**config.mk**
```make
export PLATFORM = sky130hd
export DESIGN_NAME = rwcg_fifo
export DESIGN_NICKNAME = d
export VERILOG_FILES = /design/src/rtl/core/rwcg_fifo.sv
export SDC_FILE = /design/constraint.sdc
export NUM_CORES = 1
export LEC_CHECK = 0
export BUFFER_PORTS_ARGS = -buffer_cell sky130_fd_sc_hd__buf_2
export CORE_MARGIN = 2
export CORE_UTILIZATION = 45
export CTS_BUF_LIST = sky130_fd_sc_hd__clkbuf_8
export CTS_CLUSTER_SIZE = 30
export DETAILED_ROUTE_END_ITERATION = 16
export PLACE_DENSITY_LB_ADDON = 0.2
export SETUP_SLACK_MARGIN = 0.15
export SKIP_CTS_REPAIR_TIMING = 1
export SLEW_MARGIN = 20
export SYNTH_ARGS = -nofsm -noshare
export SYNTH_HDL_FRONTEND = slang
export SYNTH_SLANG_ARGS = --single-unit
```
**constraint.sdc**
```tcl
create_clock -name clk -period 2.6 [get_ports clk]
set_clock_uncertainty 0.1 [all_clocks]
set_input_delay 0.26 -clock clk [delete_from_list [all_inputs] [get_ports clk]]
set_output_delay 0.26 -clock clk [all_outputs]
set_load 0.02 [all_outputs]
```
**src/rtl/core/rwcg_fifo.sv**
```systemverilog
// Small synchronous queue with push/full and pop/empty sides.
// Generic width and depth; no package dependencies.
`default_nettype none

module rwcg_fifo #(
  parameter int WIDTH = 8,
  parameter int DEPTH = 4
) (
  input  wire logic             clk,
  input  wire logic             rst,
  input  wire logic             push,
  output logic                  full,
  input  wire logic [WIDTH-1:0] din,
  output logic                  empty,
  input  wire logic             pop,
  output logic [WIDTH-1:0]      dout
);

  localparam int PTR_W = (DEPTH > 1) ? $clog2(DEPTH) : 1;
  localparam int CNT_W = $clog2(DEPTH + 1);
  localparam logic [PTR_W-1:0] LAST_PTR = PTR_W'(DEPTH - 1);
  localparam logic [CNT_W-1:0] DEPTH_CNT = CNT_W'(DEPTH);

  logic [WIDTH-1:0] mem [DEPTH];
  logic [PTR_W-1:0] wr_ptr;
  logic [PTR_W-1:0] rd_ptr;
  logic [CNT_W-1:0] count;
  logic             wr;
  logic             rd;

  assign full  = (count == DEPTH_CNT);
  assign empty = (count == '0);
  assign wr    = push && !full;
  assign rd    = pop && !empty;
  assign dout  = mem[rd_ptr];

  always_ff @(posedge clk) begin
    if (rst) begin
      wr_ptr <= '0;
      rd_ptr <= '0;
      count  <= '0;
    end else begin
      if (wr) begin
        wr_ptr <= (wr_ptr == LAST_PTR) ? '0 : wr_ptr + 1'b1;
      end
      if (rd) begin
        rd_ptr <= (rd_ptr == LAST_PTR) ? '0 : rd_ptr + 1'b1;
      end
      if (wr && !rd) begin
        count <= count + 1'b1;
      end else if (rd && !wr) begin
        count <= count - 1'b1;
      end
    end
  end

  always_ff @(posedge clk) begin
    if (wr) begin
      mem[wr_ptr] <= din;
    end
  end

endmodule

`default_nettype wire

```
== Word-level counts from Yosys, hierarchy flattened ==
Memory sizes are Yosys's and may differ from the RTL's. A register that Yosys moved wholly into a read port is not among the register bits.
Cells that the tools add are included.

* Bits in registers: 7
* Memory bits (writable): 32
* Input port bits: 12
* Output and inout bits: 10
* Logic and storage cells: 29
* Memories kept: 1

* $add $sub $neg: 4
* Equal/unequal tests: 3
* Muxes and demuxes: 8
* Reductions and logical operators: 10

{| class="wikitable"
|+ Memory list
! memory !! depth !! bits a word !! rd ports !! clocked after Yosys merged registers in !! write ports !! RTL line !! RTL
|-
| mem || 4 || 8 || 1 || 1 || 1 || 24 || <nowiki>logic [WIDTH-1:0] mem [DEPTH];</nowiki>
|}

{| class="wikitable"
|+ Operators with widths
! kind !! number
|-
| 2-to-1 mux 2 bit || 4
|-
| 2-to-1 mux 3 bit || 2
|-
| adder 2 x 1 -> 2 bit (second input constant) || 2
|-
| == test 2 bit (second input constant) || 2
|-
| logical AND 1 bit || 4
|-
| logical NOT 1 bit || 4
|-
| adder 3 x 1 -> 3 bit (second input constant) || 1
|-
| == test 3 bit (second input constant) || 1
|-
| logical NOT 3 bit || 1
|-
| subtractor 3 x 1 -> 3 bit (second input constant) || 1
|-
| 2-to-1 mux 1 bit || 2
|-
| nonzero test 2 bit || 1
|}

== Longest topological paths before layout ==
Gate-level depths: netlist (run 1).

* Depth in word-level cells: 7
* Depth in mapped cells: 10
* Depth with buffers taken out: 9

== Worst setup path after synthesis (run 1) ==
OpenSTA, ideal clock, no wires.

* Kind: reg2reg
* Start: register count[0]
* End: register count[2]
* Setup time: 70 ps
* Arrival time: 2124 ps
* Data required time: 2430 ps
* Setup slack: 306 ps
* Cell stages (with the launch flop): 11
* Buffers on the path: 1
* Clock period less this slack: 2294 ps
* Cell sequence: dfxtp_1 -> or3b_1 -> buf_6 -> clkinv_4 -> nor2_2 -> ha_1 -> inv_1 -> fa_1 -> xor2_1 -> or3_2 -> a21oi_1

* Cells in the longest elaborated chain, start to end: 6
* Elaborated cells between the ends (all ways): 15
* Those cells by class: add/sub (2); eq/ne (1); mux (2); reduce/logical (10)

{| class="wikitable"
|+ Ends and longest elaborated chain
! item !! RTL line !! RTL
|-
| start, declared || 27 || <nowiki>logic [CNT_W-1:0] count;</nowiki>
|-
| start signal, assigned || 50 || <nowiki>count <= count + 1'b1;</nowiki>
|-
| start signal, assigned || 52 || <nowiki>count <= count - 1'b1;</nowiki>
|-
| == test 3 bit (*) || 31 || <nowiki>assign full = (count == DEPTH_CNT);</nowiki>
|-
| via full || 12 || <nowiki>output logic full,</nowiki>
|-
| logical NOT 1 bit (*) || 33 || <nowiki>assign wr = push && !full;</nowiki>
|-
| logical AND 1 bit (*) || 33 ||
|-
| via wr || 28 || <nowiki>logic wr;</nowiki>
|-
| logical NOT 1 bit || 51 || <nowiki>end else if (rd && !wr) begin</nowiki>
|-
| logical AND 1 bit || 51 ||
|-
| nonzero test 2 bit (no source line) || n/a ||
|}

Mark *: on every way through the listed nets, which the timed path passes. The rest lies on a longest branch. The select of a mux whose other input is x is not followed.
A chain may end at the register's enable or synchronous reset.

== Worst setup path after layout (run 1) ==
* Start: register count[2]
* End: register count[2]

* Cells in the longest elaborated chain, start to end: 6
* Elaborated cells between the ends (all ways): 15
* Those cells by class: add/sub (2); eq/ne (1); mux (2); reduce/logical (10)

{| class="wikitable"
|+ Ends and longest elaborated chain
! item !! RTL line
|-
| == test 3 bit (*) || 31
|-
| logical NOT 1 bit (*) || 33
|-
| logical AND 1 bit (*) || 33
|-
| via wr || 28
|-
| logical NOT 1 bit || 51
|-
| logical AND 1 bit || 51
|-
| nonzero test 2 bit (no source line) || n/a
|}

Marked as above.

==> flow_summary.yaml, run 1 <==
sta:
  min_period_over_period: 0.895
  worst_slack_ps: 273
  slew_violations: 0
  finalHoldViolCount: 0
  min_period_ps: 2330
  hold_ws_ps: 87.5
  tightest_slew_ps: 566
  slew_headroom: 0.622
  rsz0062_at_grt: "false"
  finalSetupTns_ps: 0
  fmax_mhz: 430
  finalSetupViolations: 0
pwr:
  switching_share: 0.298
  power_frac_seq: 0.504
  irDropWorstVdd_v: 0.000715
  power_frac_comb: 0.265
  clkPwrFrac: 0.232
  power.internal_mw: 1.24
  switching_power_uw: 526
  powerDensity_mw_per_mm2: 929
  p_leak_nw: 0.703
routing:
  met1_length_mm: 1.05
  drtAntennaViolNets: 0
  first_pass_iters: 4
  drt-initial-drc-count: 22
  dr_total_vias: 834
  top_layer_used: "met4"
  viasPerCell: 5.09
  drc_errors: 0
  route.met3.wl_um: 124
  wl_per_cell_um: 14.8
  dr_wl_met2_mm: 1.25
  drt-total-wl_mm: 2.43
place:
  io_buffers: 21
  pre_cts_slack_ps: 145
  hpwl_mm: 1.67
  dp.cells: 155
  gp_congestion: 0.782
  placed_area_mm2: 0.00178
layout:
  final_cell_area_mm2: 0.00190
  seq_area_mm2: 0.00114
  layout-drive-gt1-share: 0.424
  fill_cells: 292
  n_antenna_cell: 0
  final_cells: 164
  multi_input_area_um2: 468
  area_growth_pct: 15.5
  nets: 136
clock_tree:
  root_buffer: "clkbuf_8"
  cts.sinks: 41
  cts_tree: "built"
  clk_pin_slew_ps: 70
  cts_buffers: 5
  clk_latency_ps: 280
  htree_levels: 2
  cts.path.max_buffers: 2
critical_path:
  critical_path_class: "reg2reg"
  critPathSlowestCell: "or3_2"
  cp_data_arrival_time_ps: 2440
  cp_cell_sequence: "or3b_4 -> clkinv_4 -> nor2_2 -> ha_1 -> inv_1 -> fa_1 -> xor2_1 -> or3_2 -> a21oi_1"
  cp-start-kind: "register"
  cp_max_fo: 5
  worst_setup_path_end_kind: "register"
  cp_slowest_stage_delay_ps: 410
  cp_data_required_time_ps: 2710
die:
  initial_core_util: 0.482
  io_pins: 22
  dieArea_mm2: 0.00416
  die_h_um: 64.5
  die_w_um: 64.5
  core_area_mm2: 0.00342
  rows: 21
logic_synthesis:
  yosysSeqAreaShare: 0.694
  yosysMostFrequentCell: "edfxtp_1"
  synthFlopType: "edfxtp_1"
  synth_fp_nets: 111
  ys_seq_elements: 41
  synth_area_leader_cell: "edfxtp_1"
  ys_warn_count: 0
  synth_edf_count: 32
  synth_commonest_cells: "32 x edfxtp_1, 9 x dfxtp_1, 8 x mux4_2, 6 x ha_1"
  netlist_instances: 92
  synthArstFlopShare: 0
  netlist.area_leader.share: 0.584
  synth_area_leaders: "edfxtp_1 58%, dfxtp_1 11%, mux4_2 11%"
  syn_area_mm2: 0.00165
  avgSynthCellArea_um2: 17.9
  synth.distinct_cells: 26
global_routing:
  grt_pass1_wl_mm: 3.91
  grt_util_all_layers: 0.130
  grt_pass1_vias: 851
  antenna_found_initial: 0
  grt-ovfl-total: 0
  grt_max_degree: 14
worst_hold_path:
  hold_path_class: "in2reg"
run_status:
  status: "complete, no violations"
run:
  maxCapViolCount: 0
## critical path: cells and delay by family (launching register included)
| kind | cells | cell delay, ps |
|---|---|---|
| flops | 1 | 350 |
| fa+ha+maj | 2 | 580 |
| xor+xnor | 1 | 160 |
| compound gates | 1 | 140 |
| buf+inv | 2 | 120 |
| simple gates | 3 | 810 |
## cell type report
cell class | instances | share of cell area
clock inverters | 2 | 0.00592
inverters | 5 | 0.0125
well taps | 46 | 0.0303
repair buffers | 22 | 0.0592
multi-input cells | 42 | 0.246
clock buffers | 6 | 0.0434
flip-flops and latches | 41 | 0.602
## power groups by stage
stage | registers, mW | logic [mW] | clock network [mW]
after floorplan | 0.849 | 0.384 | 0
after global placement | 0.890 | 0.450 | 0
after detailed placement | 0.898 | 0.458 | 0
after CTS | 0.883 | 0.460 | 0.424
after global routing | 0.905 | 0.517 | 0.449
final | 0.890 | 0.467 | 0.409
## state kept, by name, indices dropped and copies added, names as in the netlist, named ones only
signal	cells
mem	32
count	3
rd_ptr	2
wr_ptr	2
## logic make-up after synthesis
family,synth area share
AOI/OAI and AO/OA,0.0304
xor gates and xnor gates,0.0106
adders and majority gates,0.0578
buffers and inverters,0.0289
DFF,0.694
muxes,0.122
and+or+nand+nor,0.0570
## layer usage
layer  up-vias  track usage
met5         -            0
met4         0       0.0479
met3         2       0.0434
met2        20        0.224
met1       414        0.150
li1        398            -
## metrics by stage
stage / utilization / total power [mW]
detailed placement: 0.522 / 1.36
finish: 0.556 / 1.77
global route: 0.556 / 1.87
floorplan: - / 1.23
CTS: 0.550 / 1.77
global placement: 0.522 / 1.34
## worst paths after layout
check	from	end	slack [ps]	cells after the start
max	count[2]$_SDFFE_PP0P_	count[2]$_SDFFE_PP0P_	270	9
min	din[4]	mem[1][4]$_DFFE_PP_	90	1
max reg2reg	count[2]$_SDFFE_PP0P_	count[2]$_SDFFE_PP0P_	270	9
min reg2reg	rd_ptr[0]$_SDFFE_PP0P_	rd_ptr[0]$_SDFFE_PP0P_	400	2
## cell usage in the layout (no fill, tap or decap), drive strengths merged
cell type  count
or3b           1
mux2i          2
o31ai          2
fa             1
o21ai          2
or3            2
a21oi          3
buf           22
nor3           2
dfxtp          9
inv            5
clkbuf         6
ha             6
xor2           2
and3           4
clkinv         1
nand2          1
nand3          2
clkinvlp       1
edfxtp        32
nor2           4
mux4           8
(Power assumes the default switching activity.)
==> inputs of run 2 (changes only) <==
--- a/config.mk
+++ b/config.mk
@@ -11,7 +11,7 @@
 export CTS_BUF_LIST = sky130_fd_sc_hd__clkbuf_8
 export CTS_CLUSTER_SIZE = 30
 export DETAILED_ROUTE_END_ITERATION = 16
-export PLACE_DENSITY_LB_ADDON = 0.2
+export PLACE_DENSITY = 0.7
 export SETUP_SLACK_MARGIN = 0.15
 export SKIP_CTS_REPAIR_TIMING = 1
 export SLEW_MARGIN = 20
==> flow_summary.yaml, run 2 (synthesis gave the netlist of run 1 again) <==
layout:
  n_antenna_cell: 0
  fill_cells: 291
  area_growth_pct: 14.7
  final_cell_area_mm2: 0.00189
  top_regs: "mem x32, count x3"
  layout-drive-gt1-share: 0.407
  layout_common_cells: "32 x edfxtp_1, 21 x buf_2, 8 x mux4_2"
  layout_commonest_cell: "edfxtp_1"
  regMostFlops: "mem"
  nets: 136
  largest_reg_flops: 32
global_routing:
  use_met2: 0.241
  grt_pass1_wl_mm: 4.32
  grt-busiest-layer: "met2"
  grt_max_degree: 13
  grt_util_all_layers: 0.146
  met3_usage: 0.0417
  grt-ovfl-total: 0
  grt_pass1_vias: 902
  grt_use_met1: 0.166
  antenna_found_initial: 0
sta:
  slew_headroom: 0.631
  slew_violations: 0
  min_period_ps: 2310
  fmax_mhz: 433
  rsz0062_at_grt: "false"
  min_period_over_period: 0.889
  tightest_slew_ps: 553
  finalSetupTns_ps: 0
  finalSetupViolations: 0
  finalHoldViolCount: 0
  worst_slack_ps: 288
critical_path:
  cp_data_required_time_ps: 2720
  crit_buf_inv: 2
  reg2reg_slack_ps: 290
  cp_slowest_stage_delay_ps: 400
  cp_data_arrival_time_ps: 2440
  critical_path.top_delay_family: "simple AND/OR/NAND/NOR gates"
  critPathSlowestCell: "or3_2"
  cp_max_fo: 5
  cp-start-kind: "register"
  cp_cell_sequence: "or3b_4 -> clkinv_4 -> nor2_2 -> ha_1 -> inv_1 -> fa_1 -> xor2_1 -> or3_2 -> a21oi_1"
  critical_path_class: "reg2reg"
  worst_setup_path_end_kind: "register"
die:
  die_w_um: 64.5
  dieArea_mm2: 0.00416
  rows: 21
  initial_core_util: 0.482
  core_area_mm2: 0.00342
  die_h_um: 64.5
  io_pins: 22
routing:
  drc_errors: 0
  drt-initial-drc-count: 23
  drt-total-wl_mm: 2.57
  drtAntennaViolNets: 0
  wl_per_cell_um: 15.7
  dr_total_vias: 852
  viasPerCell: 5.20
  first_pass_iters: 4
clock_tree:
  clk_latency_ps: 290
  htree_levels: 2
  clk_pin_slew_ps: 70
  cts.sinks: 41
  cts_buffers: 5
  cts_tree: "built"
  cts.path.max_buffers: 2
  root_buffer: "clkbuf_8"
place:
  placed_area_mm2: 0.00178
  gp_congestion: 0.689
  io_buffers: 21
  pre_cts_slack_ps: 125
  hpwl_mm: 1.74
pwr:
  power_frac_seq: 0.509
  clkPwrFrac: 0.219
  switching_share: 0.307
  p_total_mw: 1.74
  powerDensity_mw_per_mm2: 924
  power.internal_mw: 1.21
  power_frac_comb: 0.273
  p_leak_nw: 0.705
  switching_power_uw: 535
  irDropWorstVdd_v: 0.000470
worst_hold_path:
  hold_path_class: "in2reg"
run_status:
  status: "complete, no violations"
run:
  maxCapViolCount: 0
-- run 2: cell count changes in the layout (fill, tap and decap cells not counted) --
cell | before | now
clkinv_2 | 0 | 1
dfxtp_1 | 6 | 7
inv_1 | 5 | 6
dfxtp_2 | 3 | 2
clkinvlp_4 | 1 | 0
clkbuf_8 | 6 | 5
-- run 2: through the flow --
step,utilization,std cells,hold slack [ps]
after CTS,0.546,163,71.7
after detailed placement,0.522,155,378
after floorplan,-,92,259
after global placement,0.522,155,370
final,0.552,164,77.2
after global routing,0.552,164,74.8
-- run 2: area by class of cell --
cell class                 instances  area [um^2]  area share
sequential                        41         1140       0.606
multi-input combinational         42          468       0.248
timing repair buffer              22          113      0.0597
clock buffer                       5         68.8      0.0365
tap                               46         57.6      0.0305
inverter                           5         23.8      0.0126
clock inverter                     3         12.5     0.00663
-- run 2: worst paths after layout --
check | depth (start not counted) | endpoint | start
max reg2reg | 9 | count[2]$_SDFFE_PP0P_ | count[2]$_SDFFE_PP0P_
min reg2reg | 2 | register | rd_ptr[0]$_SDFFE_PP0P_
min | 1 | mem[0][5]$_DFFE_PP_ | din[5]
max | 9 | count[2]$_SDFFE_PP0P_ | count[2]$_SDFFE_PP0P_
-- run 2: metal layers --
layer | vias up | part of all wire
met4 | 0 | 0.024
met2 | 29 | 0.51
li1 | 401 | -
met3 | 5 | 0.047
met5 | - | 0
met1 | 417 | 0.42
-- run 2: power groups by stage --
| stage | Sequential (mW) | Clock [mW] | Combinational, mW |
|---|---|---|---|
| global placement | 0.890 | 0 | 0.452 |
| floorplan | 0.849 | 0 | 0.384 |
| global route | 0.905 | 0.424 | 0.526 |
| detailed placement | 0.897 | 0 | 0.464 |
| CTS | 0.884 | 0.387 | 0.467 |
| finish | 0.887 | 0.381 | 0.475 |
-- run 2: worst reg2reg max path, stage by stage (launching register included) --
cell,delay [ps]
dfxtp_1,370
or3b_4,270
clkinv_4,50
nor2_2,120
ha_1,200
inv_1,60
fa_1,370
xor2_1,150
or3_2,400
a21oi_1,140
