`config.mk`:
```
export PLATFORM = sky130hd
export DESIGN_NAME = rwcg_front
export DESIGN_NICKNAME = d
export VERILOG_FILES = /design/src/rtl/core/rwcg_pkg.sv /design/src/rtl/core/rwcg_front.sv
export SDC_FILE = /design/constraint.sdc
export NUM_CORES = 1
export LEC_CHECK = 0
export ABC_AREA = 1
export BUFFER_PORTS_ARGS = -buffer_cell sky130_fd_sc_hd__clkbuf_2
export CAP_MARGIN = 20
export CORE_MARGIN = 10
export CORE_UTILIZATION = 55
export DETAILED_ROUTE_END_ITERATION = 12
export GPL_ROUTABILITY_DRIVEN = 0
export HOLD_SLACK_MARGIN = 0.06
export PLACE_DENSITY = 0.82
export SKIP_CTS_REPAIR_TIMING = 1
export SLEW_MARGIN = 20
export SYNTH_ARGS = -nofsm -noshare
export SYNTH_HDL_FRONTEND = slang
export SYNTH_SLANG_ARGS = --single-unit
```
`constraint.sdc`:
```
create_clock -name clk -period 12.4 [get_ports clk]
set_input_delay 0.62 -clock clk [delete_from_list [all_inputs] [get_ports clk]]
set_output_delay 0.62 -clock clk [all_outputs]
set_load 0.1 [all_outputs]
```
`src/rtl/core/rwcg_pkg.sv`:
```
// Shared types and constants for the raycaster wall column geometry core.
// No dependencies; imported by the front end, back end and core top.
`default_nettype none

package rwcg_pkg;

  localparam int POS_W    = 24;
  localparam int DIR_W    = 19;
  localparam int CELL_W   = 8;
  localparam int NUM_W    = 26;
  localparam int AN_W     = 25;
  localparam int AN_LO_W  = 8;
  localparam int AN_HI_W  = AN_W - AN_LO_W;
  localparam int AD_W     = 19;
  localparam int DIST_W   = 24;
  localparam int HGT_W    = 16;
  localparam int ROW_W    = 10;
  localparam int FRAC_W   = 16;

  localparam logic [DIST_W-1:0] DIST_MAX   = 24'hFF_FFFF;
  localparam logic [DIST_W-1:0] DIST_MIN   = 24'd7;
  localparam logic [HGT_W-1:0]  HEIGHT_MAX = 16'hFFFF;

  typedef enum logic [1:0] {
    KIND_DIVIDE,
    KIND_BEHIND,
    KIND_NO_DIR
  } item_kind_t;

  typedef struct packed {
    item_kind_t               kind;
    logic                     qovf;
    logic [AN_HI_W-1:0]       an_hi;
    logic [AN_LO_W-1:0]       an_lo;
    logic [AD_W-1:0]          ad;
    logic [FRAC_W-1:0]        opos;
    logic signed [DIR_W-1:0]  odir;
  } front_item_t;

  typedef struct packed {
    logic [DIST_W-1:0] wall_distance;
    logic [HGT_W-1:0]  slice_height;
    logic [ROW_W-1:0]  row_first;
    logic [ROW_W-1:0]  row_last;
    logic [FRAC_W-1:0] texture_frac;
    logic              saturated;
  } result_t;

endpackage

`default_nettype wire

```
`src/rtl/core/rwcg_front.sv`:
```
// Front end: accepts a column item, picks the hit axis and classifies it.
// Depends on rwcg_pkg for the work item type and widths.
`default_nettype none

module rwcg_front (
  input  wire logic                     clk,
  input  wire logic                     rst,
  input  wire logic                     push,
  output logic                          full,
  input  wire logic [23:0]              viewer_x,
  input  wire logic [23:0]              viewer_y,
  input  wire logic signed [18:0]       dir_x,
  input  wire logic signed [18:0]       dir_y,
  input  wire logic [7:0]               cell_x,
  input  wire logic [7:0]               cell_y,
  input  wire logic                     hit_side,
  output logic                          item_valid,
  output rwcg_pkg::front_item_t         item,
  input  wire logic                     item_full
);

  import rwcg_pkg::*;

  logic                    accept;
  logic [CELL_W-1:0]       hit_cell;
  logic [POS_W-1:0]        pos;
  logic signed [DIR_W-1:0] dir;
  logic                    dneg;
  logic [NUM_W-1:0]        num;
  logic [NUM_W-1:0]        num_abs;
  logic [AN_W-1:0]         an;
  logic [AD_W-1:0]         ad;
  logic                    behind;
  front_item_t             item_next;

  assign full   = item_valid && item_full;
  assign accept = push && !full;

  always_comb begin
    hit_cell = hit_side ? cell_y : cell_x;
    pos      = hit_side ? viewer_y : viewer_x;
    dir      = hit_side ? dir_y : dir_x;
    dneg     = dir[DIR_W-1];
    // cell edge minus position, one cell further when stepping backward
    num     = {2'b00, hit_cell, 16'h0000} - {2'b00, pos} + {9'd0, dneg, 16'h0000};
    num_abs = num[NUM_W-1] ? (~num + 1'b1) : num;
    an      = num_abs[AN_W-1:0];
    ad      = dneg ? AD_W'(~dir + 1'b1) : AD_W'(dir);
    behind  = (num != '0) && (num[NUM_W-1] != dneg);

    if (dir == '0) begin
      item_next.kind = KIND_NO_DIR;
    end else if (behind) begin
      item_next.kind = KIND_BEHIND;
    end else begin
      item_next.kind = KIND_DIVIDE;
    end
    // quotient reaches 2^24 exactly when an >= ad * 2^8
    item_next.qovf  = ({2'b00, an} >= {ad, 8'h00});
    item_next.an_hi = an[AN_W-1:AN_LO_W];
    item_next.an_lo = an[AN_LO_W-1:0];
    item_next.ad    = ad;
    item_next.opos  = hit_side ? viewer_x[FRAC_W-1:0] : viewer_y[FRAC_W-1:0];
    item_next.odir  = hit_side ? dir_x : dir_y;
  end

  always_ff @(posedge clk) begin
    if (rst) begin
      item_valid <= 1'b0;
    end else begin
      item_valid <= accept || (item_valid && item_full);
    end
  end

  always_ff @(posedge clk) begin
    if (accept) begin
      item <= item_next;
    end
  end

endmodule

`default_nettype wire

```
Yosys cells after proc, flatten, opt, wreduce, memory -nomap -nowiden
Index checks and enable logic that the tools add are counted.

Add/sub/neg operators: 4. Magnitude comparators: 1. Equal/unequal tests: 1. Mux-type cells: 8. Bitwise gates (word level): 2. Reduce and logical (&&, ||, !) cells: 7.

Operators by type and width (count): $mux W19 (3); $ge A25 B27 Y1 (1); $add A25 B18 Y26 (1); $reduce_bool A26 Y1 (1); $add A25 B1 Y25 const B (1); $mux W25 (1); $not A25 Y25 (1); $sub A24 B24 Y25 (1); $mux W24 (1); $add A19 B1 Y19 const B (1); $logic_not A19 Y1 (1); $not A19 Y19 (1); $mux W16 (1); $mux W8 (1); $logic_and A1 B1 Y1 (3); $logic_not A1 Y1 (1); $logic_or A1 B1 Y1 (1); $mux W1 (1); $ne A1 B1 Y1 (1).

Register bits after elaboration: 83. Bits of input ports: 107. Output and inout bits: 84. Logic and storage cells: 31.

Longest topological paths before layout
Gate-level depths: netlist (run 1).

Word-level depth: 7. Depth in mapped cells: 37. Depth with buffers taken out: 34.

Worst setup path after synthesis (run 1)
Ideal clock, no wire load.

Path kind: register to register. From: register item_valid. To: register item[0] (netlist bit), enable pin. Library setup time: 0.523 ns. Data arrival time: 4.837 ns. Setup slack: 7.041 ns. Cell stages (with the launch flop): 4. Cells stage by stage: dfxtp_1 nand2_1 inv_1 nor2_1.

Longest elaborated chain between the ends: 3.

RTL lines: start: declaration (RTL line rwcg_front.sv:17) `output logic item_valid,`; start signal: assignment (RTL line rwcg_front.sv:71) `item_valid <= accept || (item_valid && item_full);`; $logic_and A1 B1 Y1 (RTL line rwcg_front.sv:36) `assign full = item_valid && item_full;`; via full (RTL line rwcg_front.sv:9) `output logic full,`; $logic_not A1 Y1 (RTL line rwcg_front.sv:37) `assign accept = push && !full;`; $logic_and A1 B1 Y1 (RTL line rwcg_front.sv:37); via accept (RTL line rwcg_front.sv:24) `logic accept;`; end signal: assignment (RTL line rwcg_front.sv:77) `item <= item_next;`; end: declaration (RTL line rwcg_front.sv:18) `output rwcg_pkg::front_item_t item,`.

The timed path passes the listed nets, and every way through them passes these cells. A chain may end at the register's enable or synchronous reset.

==> impl_results.md, run 1 <==
* MaxCap Viol Count at 0
* Htree depth at 3
* Min cycle time layout at 5420 ps
* ANT nets after route at 0
* Area after DPL at 7370 um^2
* Gr usage total at 20.5%
* Initial Util at 55.9%
* PwrDens at 151 nW/um^2
* CP Max Fanout at 79
* Worst path max stage delay at 590 ps
* Nets at 1181
* Cell mode on critical path: nand2_1
* Final Hold Viols at 0
* Dominant cells by area after synthesis: edfxtp_1, nand2_1, inv_1, ha_1, xor2_1
* TritonRoute pass-1 iters at 6
* Fin crit share at 43.7%
* Detailed placement HPWL at 13.7 mm
* Clk root buf: clkbuf_16
* Yosys top cell by area: edfxtp_1
* WL per Instance at 14.1 um
* Largest net degree at the start of global routing at 83
* Status: finished clean
* Worst Setup SP: hit_side
* Synth unique cells at 41
* Post-route DRC at 0
* Warnings from Yosys at 0
* Vias per std cell at 5.04
* Antenna cell count at 0
* Die width at 127 um
* Endpoints failing setup at 0
* RSZ-0062 raised after global routing: no
* Mapped Cells at 862
* Crit. End Element: flip-flop
* Worst clock skew at 7.88 ps
* Post-synthesis sequential area ratio at 39.2%
* Layout cells sized above 1 at 22.9%
* Total number of vias at 6008
* Slew Viols, Final at 0
* TritonCTS clock tree: built
* Clock Path Buffers at 2
* CP max-delay cell: inv_2
* Synth Register Bits at 83
* TritonCTS buffer count at 9
* Post-Syn Area per Cell at 7.34 um^2
* P&R area growth vs syn at 21.6%
* Syn nets at 998
* Vias in the first global route at 5808
* Grt total ovfl at 0
* Clk_lat worst skew at 340 ps
* Wire length of the first global-routing pass at 27.3 mm
* Filler instances at 976
* Worst Hold Class: in2reg
* Core area at 11300 um^2
* Row Count at 39
* Peak clock frequency supported by timing at 0.184 GHz
* Setup WS post-layout at 6980 ps
* RR Startpoint: item_valid$_SDFF_PP0_
* Clk slew on worst S/H paths at 60 ps
* Die ar. at 16200 um^2
* Die H at 127 um
* Aggregate negative setup slack at 0 ps
* CP Data Required Time at 12620 ps
* Synth Cell Area at 6330 um^2
* Crit Path Category: in2reg
* Detailed Route WL at 16.9 mm
* DR iter-0 viols at 495
* Maximum vdd ir drop at 0.112 mV
* Synth top area share at 38.9%
* Final Instance Area at 7690 um^2
* R2r worst-path depth at 4
* Hold Path Origin: rst
* I/O Buffers at 190
* Initial antenna violation count at 0
* Dpl ws at 6670 ps
* Num Clock Sinks at 83
* Rel. slew slack at 29.2%
* Ports at 191
* Leakage at 4.02 nW
* Worst Hold Path Cells at 2
* Startpoint type of the worst setup path: primary input
* Slew @ Worst Pin at 1060 ps
* WP data arrival at 5640 ps
==> cells in the mapped netlist (all sizes together) <==
library cell and number:
ha 29, nor2 85, dfxtp 1, o31ai 5, mux2i 8, o211a 1, xor2 35, inv 123
o21bai 1, xnor2 8, edfxtp 82, a31oi 3, buf 14, o211ai 1, nand3b 4, nor3 5
o21a 1, nand4 2, clkbuf 7, nor4 1, nand3 49, a22o 1, o21ai 59, a21oi 18
nand2 319
==> critical path: cells and delay by family <==
kind / cells / cell delay [ps]
fa+ha+maj: 4 / 1060
buf+inv: 7 / 1290
compound gates: 1 / 190
xor+xnor: 1 / 160
simple gates: 19 / 2260
==> cells by family (layout without fill, tap and decap cells) <==
group / count (synthesis) / after routing / synth area share, %
xor gates and xnor gates: 43 / 43 / 6.07
buffers and inverters: 144 / 332 / 9.10
AOI/OAI and AO/OA: 90 / 90 / 7.89
adders and majority gates: 29 / 29 / 5.74
and+or+nand+nor: 465 / 465 / 30.7
DFF: 83 / 83 / 39.2
muxes: 8 / 8 / 1.27
==> area by class of cell <==
type,count,area (um^2),area share [%]
flip-flops and latches,83,2480,32.3
repair buffers,193,976,12.7
inverters,123,462,6.00
multi-input cells,635,3280,42.6
clock buffers,10,229,2.98
clock inverters,6,90.1,1.17
well taps,143,179,2.33
==> per-layer routing <==
layer | vias up | global-route usage (%) | share of wire [%]
li1 | 3120 | - | -
met1 | 2642 | 23.5 | 41
met2 | 223 | 36.1 | 48
met3 | 23 | 6.37 | 8.5
met4 | 0 | 5.76 | 1.7
met5 | - | 0 | 0
==> stage by stage <==
step	hold slack (ps)	util [%]	power [mW]	instances
CTS	423	68.0	1.17	1193
finish	429	68.0	1.16	1193
floorplan	689	-	0.785	862
global placement	468	65.1	0.873	1177
detailed placement	485	65.1	0.881	1177
global route	440	68.0	1.22	1193
==> final timing paths <==
path	end	slack, ps
max	item[79]$_DFFE_PP_	6980
min reg2reg	item_valid$_SDFF_PP0_	480
min	item_valid$_SDFF_PP0_	430
max reg2reg	item[33]$_DFFE_PP_	10640
==> placed cells by master (no fill, tap or decap), types with 3 or more instances in the layout <==
master,n
nand2_1,310
nor3_1,3
ha_1,29
nor2_1,75
nand3b_1,4
edfxtp_1,82
nand3_1,46
xnor2_1,7
o31ai_1,4
clkbuf_16,9
inv_2,5
o21ai_0,58
buf_4,4
xor2_1,35
nor2_4,3
nand2_2,7
mux2i_1,8
a31oi_1,3
nor2_2,7
clkbuf_2,189
a21oi_1,17
inv_1,118
==> flip-flops by register name, summed over array words and instances (netlist names) <==
signal and cells:
item_valid 1, item 82
==> where the power goes <==
part	leakage (nW)	switching [mW]	internal, mW
Clock	0.153	0.109	0.177
Sequential	0.808	0.00920	0.351
Combinational	3.06	0.401	0.114
(Power assumes the default switching activity.)
==> run 2: changes to the inputs <==
- ABC_AREA: 1 -> 0
- CORE_UTILIZATION: 55 -> 48
- PLACE_DENSITY: 0.82 -> 0.75
- clock period: 12.4 -> 4.5 ns (I/O delays scaled with it)
==> impl_results.md, run 2 <==
* Die ar. at 18500 um^2 (+14%)
* Endpoints failing setup at 1 (+1)
* Detailed Route WL at 19.7 mm (+17%)
* Synth Flop Type: edfxtp_1
* Filler instances at 1018 (+4.3%)
* TritonCTS buffer count at 9 (unchanged)
* Wire length of the first global-routing pass at 31.5 mm (+15%)
* Most frequent cells in the layout: clkbuf_2, buf_4, edfxtp_1, mux2_2, nor2_1
* Cell mode on critical path: o21a_1
* Post-synthesis sequential area ratio at 38.4% (-0.83 points)
* Post-Syn Area per Cell at 10.4 um^2 (+42%)
* Antenna cell count at 0 (unchanged)
* Vias per std cell at 5.44 (+8.1%)
* TritonRoute pass-1 iters at 5 (-1)
* Crit. End Element: flip-flop
* Die width at 136 um (+6.9%)
* Nets at 1085 (-8.1%)
* Num Clock Sinks at 83 (unchanged)
* Row Count at 42 (+7.7%)
* RSZ-0062 raised after global routing: yes
* Max FFs per register at 82 (unchanged)
* Startpoint type of the worst setup path: primary input
* CP Data Required Time at 4580 ps (-8040 ps)
* Yosys top cell by area: edfxtp_1
* Final Instance Area at 9080 um^2 (+18%)
* PwrDens at 382 nW/um^2 (+150%)
* Rel. slew slack at 44.7% (+15 points)
* TritonCTS clock tree: built
* Async S/R FF share, synth at 0% (unchanged)
* Final Hold Viols at 0 (unchanged)
* Most flops, register: item
* Number of synthesized flops with an enable pin at 82 (unchanged)
* CP max-delay cell: or4b_4
* Crit Path Category: in2reg
* Fin cells at 1130 (-5.3%)
* Most common cell after layout, fill and taps aside: clkbuf_2
* Synth Cell Area at 6460 um^2 (+2.2%)
* Maximum vdd ir drop at 0.182 mV (+64%)
* Largest net degree at the start of global routing at 68 (-18%)
* Worst path max stage delay at 470 ps (-120 ps)
* Clock Path Buffers at 2 (unchanged)
* Syn nets at 755 (-24%)
* MaxCap Viol Count at 0 (unchanged)
* Slew @ Worst Pin at 830 ps (-232 ps)
* Synth top area share at 38.1% (-0.82 points)
* Slew Viols, Final at 0 (unchanged)
* Clk root buf: clkbuf_16
* Synth unique cells at 79 (+93%)
* Ports at 191 (unchanged)
* Vias in the first global route at 6452 (+11%)
* Failing checks: setup timing
* Inst Count DP at 1113 (-5.4%)
* Overall power at 3.47 mW (+200%)
* Worst Hold Class: in2reg
* Detailed placement HPWL at 16.1 mm (+17%)
* Worst clock skew at 11.3 ps (+3.43 ps)
* DR iter-0 viols at 412 (-17%)
* Kind of cell adding the most delay to the critical path: compound AO/OA/AOI/OAI gates
* Total number of vias at 6152 (+2.4%)
* Fin crit share at 121%
* Dpl ws at -1330 ps (-8000 ps)
* Initial Util at 49.0% (-6.9 points)
* Synth Register Bits at 83 (unchanged)
* Initial antenna violation count at 0 (unchanged)
* WP data arrival at 5510 ps (-130 ps)
* Warnings from Yosys at 0 (unchanged)
* Min cycle time layout at 5430 ps
* Post-synth top cells: edfxtp_1, mux2_2, nor2_1, xnor2_1, mux2i_1
* Biggest regs: item (82), item_valid (1)
* I/O Buffers at 190 (unchanged)
* Clk slew on worst S/H paths at 60 ps (about the same)
* Status: finished, violations left
* P&R area growth vs syn at 40.5%
* WL per Instance at 17.5 um (+23%)
* Htree depth at 3 (unchanged)
* Worst hold slack at 129 ps (-300 ps)
* Peak clock frequency supported by timing at 0.184 GHz
* Grt total ovfl at 0 (unchanged)
* CP Max Fanout at 3 (-96%)
* Post-route DRC at 0 (unchanged)
* Core area at 13200 um^2 (+17%)
* Die H at 136 um (+6.9%)
* ANT nets after route at 0 (unchanged)
* Setup WS post-layout at -926 ps (-7900 ps)
* Area after DPL at 8710 um^2 (+18%)
* Worst path bufs/invs at 2 (-5)
* Top-count cell post-synth: edfxtp_1
* Clk_lat worst skew at 350 ps (about the same)
* Mapped Cells at 619 (-28%)
* Gr usage total at 20.8% (+0.31 points)
* Dominant cells by area after synthesis: edfxtp_1, mux2_2, mux2i_1, xnor2_1, ha_1
* Leakage at 3.99 nW (-0.62%)
* Layout cells sized above 1 at 46.0% (+23 points)
[run 2: changes by cell type after synthesis, moves of 9 or more]
| cell | before | now |
|---|---|---|
| nand3_1 | 46 | 10 |
| xor2_1 | 35 | 19 |
| o21ai_0 | 58 | 30 |
| mux2_2 | 0 | 48 |
| nor4_1 | 1 | 14 |
| nor2_1 | 76 | 44 |
| inv_1 | 118 | 25 |
| mux2i_1 | 8 | 40 |
| nor2b_1 | 0 | 9 |
| nor3_1 | 3 | 16 |
| nand2_1 | 310 | 36 |
| xnor2_1 | 7 | 42 |
[run 2: per-stage QoR]
step / util, % / setup TNS, ps
3_5_place_dp: 66.0 / -2050
5_1_grt: 68.8 / -1170
3_3_place_gp: 66.0 / -1100
6_report: 68.8 / -926
2_1_floorplan: - / -17020
4_1_cts: 68.2 / -999
[run 2: final timing paths]
check,startpoint,end,slack [ps],cells past startpoint
min,push,item_valid$_SDFF_PP0_,130,3
max reg2reg,item_valid$_SDFF_PP0_,item[24]$_DFFE_PP_,2360,3
max,hit_side,item[79]$_DFFE_PP_,-930,29
min reg2reg,item_valid$_SDFF_PP0_,item_valid$_SDFF_PP0_,690,3
[run 2: cells by family after synthesis]
| family | synth area share [%] |
|---|---|
| AND/OR/NAND/NOR | 15.6 |
| multiplexers | 14.6 |
| buffers and inverters | 3.16 |
| XOR/XNOR | 8.27 |
| AO/OA/AOI/OAI | 14.4 |
| adder cells (fa/ha/maj) | 5.61 |
| flip-flops | 38.4 |
[run 2: layout make-up]
class	count	area (um^2)	share of cell area [%]
Sequential cell	83	2480	27.3
Clock buffer	11	233	2.56
Tap cell	176	220	2.42
Clock inverter	5	53.8	0.592
Multi-Input combinational cell	490	3910	43.1
Timing Repair Buffer	340	2090	23.0
Inverter	25	93.8	1.03
[run 2: metal layers]
| layer | GRT usage (%) | up-vias | routed length (um) |
|---|---|---|---|
| met5 | 0 | - | 0 |
| met4 | 6.57 | 0 | 378 |
| met3 | 5.57 | 29 | 1420 |
| met2 | 36.6 | 209 | 9730 |
| met1 | 24.1 | 2883 | 8190 |
| li1 | - | 3031 | - |
[run 2: worst min-delay path: cells and delay by family]
kind,cells,cell delay (ps)
buf+inv,1,90
simple gates,2,120
[run 2: where the power goes]
part,switching (mW),internal (mW)
registers,0.0284,0.975
logic,1.18,0.553
clock network,0.307,0.428
total,1.51,1.96
